--- config.mk ---
export PLATFORM = sky130hd
export DESIGN_NAME = stable_priority_queue_top
export DESIGN_NICKNAME = d
export VERILOG_FILES = /design/src/hw/rtl/spq_pkg.sv /design/src/hw/rtl/spq_cell.sv /design/src/hw/rtl/stable_priority_queue_top.sv
export VERILOG_INCLUDE_DIRS = /design/src /design/src/hw/rtl
export SDC_FILE = /design/constraint.sdc
export NUM_CORES = 2
export LEC_CHECK = 0
export ABC_AREA = 1
export BUFFER_PORTS_ARGS = -buffer_cell sky130_fd_sc_hd__buf_2
export CELL_PAD_IN_SITES_DETAIL_PLACEMENT = 0
export CELL_PAD_IN_SITES_GLOBAL_PLACEMENT = 2
export CORE_AREA = 5 5 353 355
export DETAILED_ROUTE_END_ITERATION = 8
export DIE_AREA = 0 0 358 360
export GPL_TIMING_DRIVEN = 0
export HOLD_SLACK_MARGIN = 0.03
export PLACE_DENSITY = 0.89
export SKIP_CTS_REPAIR_TIMING = 1
export SYNTH_ARGS = -nofsm -noshare
export SYNTH_HDL_FRONTEND = slang
export SYNTH_SLANG_ARGS = --single-unit
--- constraint.sdc ---
create_clock -name clk -period 7.3 [get_ports clk]
set_clock_uncertainty 0.1 [all_clocks]
set_input_delay 1.46 -clock clk [delete_from_list [all_inputs] [get_ports clk]]
set_output_delay 1.46 -clock clk [all_outputs]
set_load 0.005 [all_outputs]
--- src/hw/rtl/stable_priority_queue_top_assert.svh ---
// Assertion macros for the stable priority queue top level.
// Expects clk and arst_n in the scope of each use.
`ifndef STABLE_PRIORITY_QUEUE_TOP_ASSERT_SVH
`define STABLE_PRIORITY_QUEUE_TOP_ASSERT_SVH

// check a condition in the same cycle
`define SPQ_ASSERT_NOW(label, ante, cons) \
	label: assert property (@(posedge clk) disable iff (!arst_n) (ante) |-> (cons)) \
		else $error("%m: assertion failed");

// check a condition in the next cycle
`define SPQ_ASSERT_NEXT(label, ante, cons) \
	label: assert property (@(posedge clk) disable iff (!arst_n) (ante) |=> (cons)) \
		else $error("%m: assertion failed");

`endif

--- src/hw/rtl/spq_pkg.sv ---
// Package for the stable priority queue: action and status codes, control struct.
// No dependencies.
`timescale 1ns / 1ps
`default_nettype none

package spq_pkg;

	localparam int COUNT_W = 5;
	localparam int VALUE_W = 32;
	localparam int PRIO_W  = 16;

	typedef enum logic [1:0] {
		ACT_INSERT = 2'd0,
		ACT_REMOVE = 2'd1,
		ACT_PEEK   = 2'd2
	} action_t;

	typedef enum logic [1:0] {
		ST_OK    = 2'd0,
		ST_EMPTY = 2'd1,
		ST_FULL  = 2'd2
	} status_t;

	typedef logic [COUNT_W-1:0] count_t;
	typedef logic signed [VALUE_W-1:0] value_t;
	typedef logic signed [PRIO_W-1:0] prio_t;

	typedef struct packed {
		logic ins;
		logic rem;
	} cell_ctrl_t;

endpackage

`default_nettype wire

--- src/hw/rtl/spq_cell.sv ---
// One cell of the sorted entry chain: holds a value and priority pair.
// Depends on spq_pkg.
`timescale 1ns / 1ps
`default_nettype none

module spq_cell (
	input  wire                      clk,
	input  wire spq_pkg::cell_ctrl_t ctrl,
	input  wire                      in_use,
	input  wire spq_pkg::value_t     new_value,
	input  wire spq_pkg::prio_t      new_prio,
	input  wire                      prev_ge,
	input  wire spq_pkg::value_t     prev_value,
	input  wire spq_pkg::prio_t      prev_prio,
	input  wire spq_pkg::value_t     next_value,
	input  wire spq_pkg::prio_t      next_prio,
	output logic                     ge,
	output spq_pkg::value_t          value_q,
	output spq_pkg::prio_t           prio_q
);

	assign ge = in_use && (prio_q >= new_prio);

	always_ff @(posedge clk) begin
		if (ctrl.ins) begin
			if (!ge) begin
				if (prev_ge) begin
					value_q <= new_value;
					prio_q  <= new_prio;
				end else begin
					value_q <= prev_value;
					prio_q  <= prev_prio;
				end
			end
		end else if (ctrl.rem) begin
			value_q <= next_value;
			prio_q  <= next_prio;
		end
	end

endmodule

`default_nettype wire

--- src/hw/rtl/stable_priority_queue_top.sv ---
// Stable priority queue top level: cell chain, count and result register.
// Depends on spq_pkg, spq_cell and stable_priority_queue_top_assert.svh.
`timescale 1ns / 1ps
`default_nettype none
`include "stable_priority_queue_top_assert.svh"

// Entries sit in a chain of CAPACITY cells kept sorted by priority, highest
// first, equal priorities in arrival order, so the head cell is always the
// entry to serve. For each accepted action, an insert shifts the cells
// behind the insertion point up one place, a remove shifts all cells down one
// place, and the result lands in the output register on the next edge. One
// transfer is taken every cycle while the result register is free or drained
// in the same cycle. Count is reported modulo 32.
module stable_priority_queue_top #(
	parameter int CAPACITY = 16
) (
	input  wire                      clk,
	input  wire                      arst_n,
	input  wire                      in_valid,
	output logic                     in_stall,
	input  wire  [1:0]               action,
	input  wire  signed [31:0]       value,
	input  wire  signed [15:0]       priority_req,
	output logic                     out_valid,
	input  wire                      out_stall,
	output logic signed [31:0]       result_value,
	output logic [1:0]               status,
	output logic [4:0]               count
);

	localparam int CNT_W = $clog2(CAPACITY + 1);

	logic [CNT_W-1:0]    count_q;
	logic                out_valid_q;
	spq_pkg::value_t     res_value_q;
	spq_pkg::status_t    status_q;
	spq_pkg::count_t     count_out_q;

	logic                in_acc;
	logic                full;
	logic                empty;
	spq_pkg::cell_ctrl_t ctrl;
	logic [CNT_W-1:0]    count_next;
	spq_pkg::value_t     res_value_next;
	spq_pkg::status_t    status_next;

	spq_pkg::value_t     cell_value [CAPACITY];
	spq_pkg::prio_t      cell_prio  [CAPACITY];
	logic [CAPACITY-1:0] cell_ge;

	assign in_stall = out_valid_q && out_stall;
	assign in_acc   = in_valid && !in_stall;
	assign full     = (count_q == CNT_W'(CAPACITY));
	assign empty    = (count_q == '0);

	always_comb begin
		ctrl           = '0;
		count_next     = count_q;
		res_value_next = '0;
		status_next    = spq_pkg::ST_OK;
		unique case (action)
			spq_pkg::ACT_INSERT: begin
				if (full) begin
					status_next = spq_pkg::ST_FULL;
				end else begin
					ctrl.ins   = in_acc;
					count_next = count_q + CNT_W'(1);
				end
			end
			spq_pkg::ACT_REMOVE: begin
				if (empty) begin
					status_next = spq_pkg::ST_EMPTY;
				end else begin
					ctrl.rem       = in_acc;
					count_next     = count_q - CNT_W'(1);
					res_value_next = cell_value[0];
				end
			end
			spq_pkg::ACT_PEEK: begin
				if (empty) begin
					status_next = spq_pkg::ST_EMPTY;
				end else begin
					res_value_next = cell_value[0];
				end
			end
			default: begin
			end
		endcase
	end

	for (genvar i = 0; i < CAPACITY; i++) begin : g_cell
		logic            prev_ge;
		spq_pkg::value_t prev_value;
		spq_pkg::prio_t  prev_prio;
		spq_pkg::value_t next_value;
		spq_pkg::prio_t  next_prio;

		if (i == 0) begin : g_head
			assign prev_ge    = 1'b1;
			assign prev_value = cell_value[i];
			assign prev_prio  = cell_prio[i];
		end else begin : g_body
			assign prev_ge    = cell_ge[i-1];
			assign prev_value = cell_value[i-1];
			assign prev_prio  = cell_prio[i-1];
		end

		if (i == CAPACITY - 1) begin : g_tail
			assign next_value = cell_value[i];
			assign next_prio  = cell_prio[i];
		end else begin : g_inner
			assign next_value = cell_value[i+1];
			assign next_prio  = cell_prio[i+1];
		end

		spq_cell u_cell (
			.clk        (clk),
			.ctrl       (ctrl),
			.in_use     (count_q > CNT_W'(i)),
			.new_value  (value),
			.new_prio   (priority_req),
			.prev_ge    (prev_ge),
			.prev_value (prev_value),
			.prev_prio  (prev_prio),
			.next_value (next_value),
			.next_prio  (next_prio),
			.ge         (cell_ge[i]),
			.value_q    (cell_value[i]),
			.prio_q     (cell_prio[i])
		);
	end

	always_ff @(posedge clk or negedge arst_n) begin
		if (!arst_n) begin
			count_q     <= '0;
			out_valid_q <= 1'b0;
		end else begin
			if (in_acc) begin
				count_q     <= count_next;
				out_valid_q <= 1'b1;
			end else if (!out_stall) begin
				out_valid_q <= 1'b0;
			end
		end
	end

	always_ff @(posedge clk) begin
		if (in_acc) begin
			res_value_q <= res_value_next;
			status_q    <= status_next;
			count_out_q <= spq_pkg::count_t'(count_next);
		end
	end

	assign out_valid    = out_valid_q;
	assign result_value = res_value_q;
	assign status       = status_q;
	assign count        = count_out_q;

	`SPQ_ASSERT_NOW(a_count_bound, 1'b1, count_q <= CNT_W'(CAPACITY))
	`SPQ_ASSERT_NEXT(a_full_drop, in_acc && (action == spq_pkg::ACT_INSERT) && full,
		out_valid && (status == spq_pkg::ST_FULL) && (count_q == $past(count_q)))
	`SPQ_ASSERT_NEXT(a_remove_count, in_acc && (action == spq_pkg::ACT_REMOVE) && !empty,
		count_q == $past(count_q) - CNT_W'(1))

endmodule

`default_nettype wire
* After elaboration in Yosys (flattened, before gate mapping)
Index checks and enable logic that the tools add are counted.
W data, S select, Z words.
** Operators by class
- Mux-type cells :: 132
- Equality and inequality tests :: 19
- Add/subtract/negate cells :: 2
- Bitwise operators :: 2
- Reductions and logical operators :: 40
- $lt $le $gt $ge :: 32
** Operators by type and width (number)
- $mux W32 :: 60
- $mux W16 :: 60
- $ge A16 B16 Y1 :: 16
- $gt A5 B4 Y1 const B :: 8
- $reduce_and A2 Y1 :: 16
- $ne A2 B2 Y1 const B :: 15
- $gt A5 B3 Y1 const B :: 4
- $logic_and A1 B1 Y1 :: 18
- $gt A5 B1 Y1 const B :: 2
- $gt A5 B2 Y1 const B :: 2
- $mux W5 :: 2
- $pmux W5 S2 :: 1
- $mux W1 :: 7
- $add A5 B1 Y5 const B :: 1
- $eq A5 B5 Y1 const B :: 1
- $logic_not A5 Y1 :: 1
- $sub A5 B1 Y5 const B :: 1
- $pmux W2 S2 :: 1
- $reduce_or A2 Y1 :: 2
- $eq A2 B1 Y1 const B :: 1
- $eq A2 B2 Y1 const B :: 1
- $logic_not A2 Y1 :: 1
- $mux W2 :: 1
- $ne A2 B1 Y1 const B :: 1
- 3 further kinds :: 4
** Storage, ports and cells
- Word-level logic and storage cells :: 264
- Register bits after elaboration :: 813

* Logic depth before layout (Yosys ltp)
- Depth in word-level cells :: 7
- Depth in mapped cells :: 20
- Gate-level depth less buffers :: 18

* By module
From an unflattened synthesis, not the netlist that was laid out.
** Second synthesis, totals
- Cells, all modules :: 5809
- Area, all modules :: 48534.0 um^2
** By module, submodules not included
- spq_cell at g_cell[0].u_cell ... :: times used 11, cells each 348, area an instance 2887.8 um^2
- spq_cell at g_cell[5].u_cell ... :: times used 5, cells each 348, area an instance 2890.3 um^2
- stable_priority_queue_top :: times used 1, cells each 241, area an instance 2317.2 um^2

* Worst setup path after synthesis
Ideal clock, no wire load.
- Kind :: input port to flip-flop
- Start point :: input priority_req[15]
- End point :: register g_cell[15].u_cell.prio_q[0], enable pin
- Arrival time :: 5.035 ns
- Setup time :: 0.469 ns
- Cell stages on the path :: 9
- Data required time :: 6.731 ns
- Path slack :: 1.696 ns
- Cells stage by stage :: inv_1 -> ha_1 -> a21oi_1 -> o21ai_0 -> a21oi_1 -> nand3_1 -> o21ai_0 -> nand2_1 -> a21oi_1
** On the way
- Longest elaborated chain between the ends :: 4
** RTL lines
- from (decl) :: RTL line stable_priority_queue_top.sv:23 : input wire signed [15:0] priority_req,
- $ge A16 B16 Y1 :: RTL line spq_cell.sv:22 : assign ge = in_use && (prio_q >= new_prio);
- $logic_and A1 B1 Y1 :: RTL line spq_cell.sv:22
- $not A1 Y1 (no source line)
- $reduce_and A2 Y1 (no source line)
- to (signal assigned) :: RTL line spq_cell.sv:29 : prio_q <= new_prio;
- to (signal assigned) :: RTL line spq_cell.sv:32 : prio_q <= prev_prio;
- to (signal assigned) :: RTL line spq_cell.sv:37 : prio_q <= next_prio;
- to (decl) :: RTL line spq_cell.sv:19 : output spq_pkg::prio_t prio_q
Every way passes these cells.
A chain may end at the register's enable or synchronous reset.

* Worst setup path in the final report
- Start point :: input priority_req[5]
- End point :: register g_cell[14].u_cell.value_q[11], enable pin
** On the way
- Longest elaborated chain between the ends :: 4
** RTL lines
- $ge A16 B16 Y1 :: RTL line spq_cell.sv:22
- $logic_and A1 B1 Y1 :: RTL line spq_cell.sv:22
- $ne A2 B2 Y1 (no source line)
- $reduce_and A2 Y1 (no source line)
- to (signal assigned) :: RTL line spq_cell.sv:28 : value_q <= new_value;
- to (signal assigned) :: RTL line spq_cell.sv:31 : value_q <= prev_value;
- to (signal assigned) :: RTL line spq_cell.sv:36 : value_q <= next_value;
- to (decl) :: RTL line spq_cell.sv:18 : output spq_pkg::value_t value_q,
Every way passes these cells.

==> qor.log <==
[status] run status finished, final reports clean
[sta] Fin. Hold Viols 0
[synth] Unique masters post-synth 30
[global_routing] antenna violations before repair 2
[clocking] clock root buffer sky130_fd_sc_hd__clkbuf_16
[power_and_ir_drop] Static Leakage 31.7 nW
[clocking] Max clock buf depth 3
[power_and_ir_drop] switching pwr 0.00456 W
[floorplan] die boundary height 360 µm
[global_routing] GRT Residual Overflow 0
[power_and_ir_drop] internal power summed over all cells 0.00948 W
[sta] Slew headroom 1.50%
[placement] instance area after placement 0.0522 mm²
[synth] Mean Syn Cell Area 7.61 µm²
[sta] number of pins with negative max-slew slack in the final report 0
[setup_path] library cell contributing the largest single delay on the critical path sky130_fd_sc_hd__inv_1
[final_layout] Layout area overhead 11.9%
[detailed_routing] detailed-route vias per instance 4.55
[worst_hold_path] worst hold-check path type flop to flop
[setup_path] sort of element at the start of the critical path input pin
[clocking] H-tree levels 3
[clocking] clock input transition at the sequential cells of the worst setup and hold paths 0.05 ns
[placement] post-detailed-placement half-perimeter wirelength 119 mm
[synth] Yosys Warn Count 0
[sta] worst hold margin 0.404 ns
[floorplan] floorplan row count 128
[setup_path] WP data required 7.56 ns
[setup_path] arrival time at the worst endpoint 5.28 ns
[sta] actual transition at the worst max-transition pin 1.48 ns
[sta] final-report setup violation count 0
[final_layout] Final Instance Area 0.0552 mm²
[power_and_ir_drop] part of the total power dissipated in sequential elements 42.9%
[power_and_ir_drop] ratio of total power to cell area 254 mW/mm²
[global_routing] gr usage total 22.1%
[clocking] number of CTS-inserted buffers 97
[global_routing] vias in the first global route 36.7k
[global_routing] first-pass GRT wire length 220 mm
[power_and_ir_drop] sw frac 32.5%
[placement] number of port buffers 94
[placement] weighted congestion reported at the end of routability-driven placement 0.844
[floorplan] top-level port count 95
[power_and_ir_drop] Combinational Power Share 23.9%
[setup_path] most used cell along the critical path sky130_fd_sc_hd__nand2_1
[clocking] Skew-Pair Late Insertion Delay 0.68 ns
[global_routing] pin count of the biggest net entering global routing 41
[detailed_routing] Starting DRT DRC Count 3,032
[detailed_routing] final antenna-violating net count 0
[power_and_ir_drop] worst IR drop on VDD 0.168 mV
[final_layout] Net count, final 7,013
[detailed_routing] number of iterations in the first detailed-routing pass 5
[detailed_routing] Routed WL 144 mm
[detailed_routing] Wirelength per Cell 17.2 µm
[setup_path] longest individual stage delay on the worst path 0.66 ns
[clocking] clock sinks 813
[floorplan] die outline width 358 µm
[clocking] clock tree from TritonCTS done
[sta] setup repair after global routing missed its margin no
[synth] share of the yosys chip area belonging to registers 49.4%
[detailed_routing] number of design rule violations left after detail routing 0
[synth] mapped cell area 0.0493 mm²
[synth] synthesis-stage register bit count 813
[setup_path] largest fanout of any net on the critical path 38
[floorplan] Core ar. 0.121 mm²
[sta] Highest Clock Rate 0.199 GHz
[synth] number of cells produced by synthesis 6,484
[power_and_ir_drop] Clk network pwr share 33.2%
[synth] nets in the synthesized netlist 6,802
[sta] period utilization 68.8%
[floorplan] initial standard-cell utilization of the core 40.7%
[detailed_routing] Via Count 38.2k
[final_layout] layout cells sized above 1 7.12%
[floorplan] area of the die 0.129 mm²
[setup_path] type of element capturing the critical path flop
[run] total of max-cap violations 0
[setup_path] Critical Path, Cell by Cell buf_2, inv_1, ha_1, a21oi_1, nor2_1, nor3_1, nand2_1, nand2_1, nand2_1, nand2_1, nand3_1, nand2_2, clkbuf_1, nand2_1, nand2_2, buf_12
[setup_path] critical setup path kind input pin to flop
[sta] Period minus WS final 5.02 ns
==> sequential cells by signal, indices dropped and copies added (netlist names) <==
| name | cells |
|---|---|
| count | 5 |
| g_cell.u_cell.value_q | 512 |
| g_cell.u_cell.prio_q | 256 |
| status | 2 |
| count_q | 5 |
| out_valid | 1 |
| result_value | 32 |
==> per-layer routing <==
| metal | global-route usage, % | vias up | routed length, µm |
|---|---|---|---|
| met4 | 5.02 | 2 | 2780 |
| li1 | - | 20400 | - |
| met2 | 33.2 | 872 | 59300 |
| met5 | 0 | - | 13 |
| met1 | 34.1 | 16700 | 73900 |
| met3 | 2.80 | 136 | 8030 |
==> area by class of cell <==
| class | instances | area, µm² |
|---|---|---|
| diodes | 3 | 7.51 |
| plain buffers | 291 | 1550 |
| clock buffers | 124 | 2530 |
| clock inverters | 48 | 444 |
| fillers | 12600 | 65900 |
| inverters | 822 | 3090 |
| multi-input cells | 4558 | 20400 |
| flip-flops and latches | 813 | 24400 |
| well taps | 1625 | 2030 |
| repair buffers | 112 | 826 |
==> final timing paths <==
check,start,slack (ns),cells after the start,end
setup / recovery,priority_req[5],2.28,16,g_cell[14].u_cell.value_q[11]$_DFFE_PP_
max in group asynchronous,arst_n,6.41,1,count_q[4]$_DFFE_PN0P_
hold reg to reg,out_valid$_DFFE_PN0P_,0.40,2,out_valid$_DFFE_PN0P_
min in group asynchronous,arst_n,0.51,1,count_q[0]$_DFFE_PN0P_
setup reg to reg,count_q[2]$_DFFE_PN0P_,2.98,11,g_cell[14].u_cell.value_q[11]$_DFFE_PP_
hold / removal,out_valid$_DFFE_PN0P_,0.40,2,out_valid$_DFFE_PN0P_
==> power by group through the flow <==
stage	clock network (W)	registers [W]	logic [W]
final	0.00467	0.00602	0.00335
after global routing	0.00494	0.00607	0.00385
after CTS	0.00478	0.00602	0.00339
after detailed placement	0	0.00611	0.00336
after global placement	0	0.00614	0.00326
after floorplan	0	0.00607	0.00225
==> synth_stat cells <==
| cell type | number | area share, % |
|---|---|---|
| sky130_fd_sc_hd__o221ai_1 | 1 | 0.018 |
| sky130_fd_sc_hd__nand4_1 | 29 | 0.37 |
| sky130_fd_sc_hd__buf_4 | 68 | 1.0 |
| sky130_fd_sc_hd__nor2_1 | 118 | 0.90 |
| sky130_fd_sc_hd__a31oi_1 | 4 | 0.051 |
| sky130_fd_sc_hd__nor3_1 | 3 | 0.030 |
| sky130_fd_sc_hd__nand2_1 | 3754 | 29 |
| sky130_fd_sc_hd__or2_2 | 1 | 0.013 |
| sky130_fd_sc_hd__dfrtp_1 | 6 | 0.30 |
| sky130_fd_sc_hd__a21o_1 | 6 | 0.091 |
| sky130_fd_sc_hd__o21bai_1 | 14 | 0.21 |
| sky130_fd_sc_hd__edfxtp_1 | 807 | 49 |
| sky130_fd_sc_hd__clkinv_1 | 3 | 0.023 |
| sky130_fd_sc_hd__o21ai_0 | 107 | 1.1 |
| sky130_fd_sc_hd__nand3b_1 | 1 | 0.015 |
| sky130_fd_sc_hd__buf_1 | 14 | 0.11 |
| sky130_fd_sc_hd__buf_2 | 91 | 0.92 |
| sky130_fd_sc_hd__buf_8 | 4 | 0.12 |
| sky130_fd_sc_hd__clkbuf_1 | 109 | 0.83 |
| sky130_fd_sc_hd__nor2_2 | 2 | 0.025 |
| sky130_fd_sc_hd__a21oi_1 | 112 | 1.1 |
| sky130_fd_sc_hd__a32oi_1 | 1 | 0.018 |
| sky130_fd_sc_hd__nand3_1 | 85 | 0.86 |
| sky130_fd_sc_hd__ha_1 | 264 | 6.7 |
| sky130_fd_sc_hd__o211ai_1 | 1 | 0.015 |
| sky130_fd_sc_hd__inv_1 | 816 | 6.2 |
| sky130_fd_sc_hd__nand2_4 | 36 | 0.82 |
| sky130_fd_sc_hd__inv_2 | 3 | 0.023 |
| sky130_fd_sc_hd__nand2_2 | 19 | 0.24 |
| sky130_fd_sc_hd__buf_6 | 5 | 0.11 |
==> cells by family after synthesis <==
kind of cell | count (synthesis) | synth area share (%)
compound gates | 246 | 2.63
buf+inv | 1113 | 9.39
fa+ha+maj | 264 | 6.70
flops | 813 | 49.4
simple gates | 4048 | 31.8
==> critical path, delay by kind of cell <==
| kind | cells | cell delay [ns] |
|---|---|---|
| AO/OA/AOI/OAI | 1 | 0.16 |
| buffers and inverters | 4 | 1.58 |
| adder cells (fa/ha/maj) | 1 | 0.37 |
| AND/OR/NAND/NOR | 10 | 1.61 |
==> layout by cell type (no fill, tap or decap), types with 5 or more instances in the layout <==
cell / instances
sky130_fd_sc_hd__edfxtp_1: 807
sky130_fd_sc_hd__buf_4: 69
sky130_fd_sc_hd__a21o_1: 6
sky130_fd_sc_hd__inv_1: 816
sky130_fd_sc_hd__buf_6: 5
sky130_fd_sc_hd__buf_2: 185
sky130_fd_sc_hd__buf_1: 14
sky130_fd_sc_hd__o21bai_1: 14
sky130_fd_sc_hd__bufinv_16: 8
sky130_fd_sc_hd__a21oi_1: 111
sky130_fd_sc_hd__nand2_4: 36
sky130_fd_sc_hd__clkinv_1: 24
sky130_fd_sc_hd__nand4_1: 29
sky130_fd_sc_hd__clkbuf_16: 97
sky130_fd_sc_hd__o21ai_0: 106
sky130_fd_sc_hd__clkbuf_1: 135
sky130_fd_sc_hd__dfrtp_1: 6
sky130_fd_sc_hd__ha_1: 264
sky130_fd_sc_hd__buf_12: 16
sky130_fd_sc_hd__nand3_1: 85
sky130_fd_sc_hd__nor2_1: 118
sky130_fd_sc_hd__clkinv_2: 13
sky130_fd_sc_hd__nand2_1: 3739
sky130_fd_sc_hd__nand2_2: 34
==> through the flow <==
stage	cells	utilization [%]	power (W)	setup WS (ns)	TNS [ns]
2_1_floorplan	6484	-	0.00831	1.70	0
3_3_place_gp	8203	42.8	0.00940	-0.257	-11.87
3_5_place_dp	8220	43.1	0.00948	1.45	0
4_1_cts	8392	45.6	0.0142	2.17	0
5_1_grt	8393	45.6	0.0149	1.92	0
6_report	8396	45.6	0.0140	2.28	0
Power figures use the tool's default switching activity.
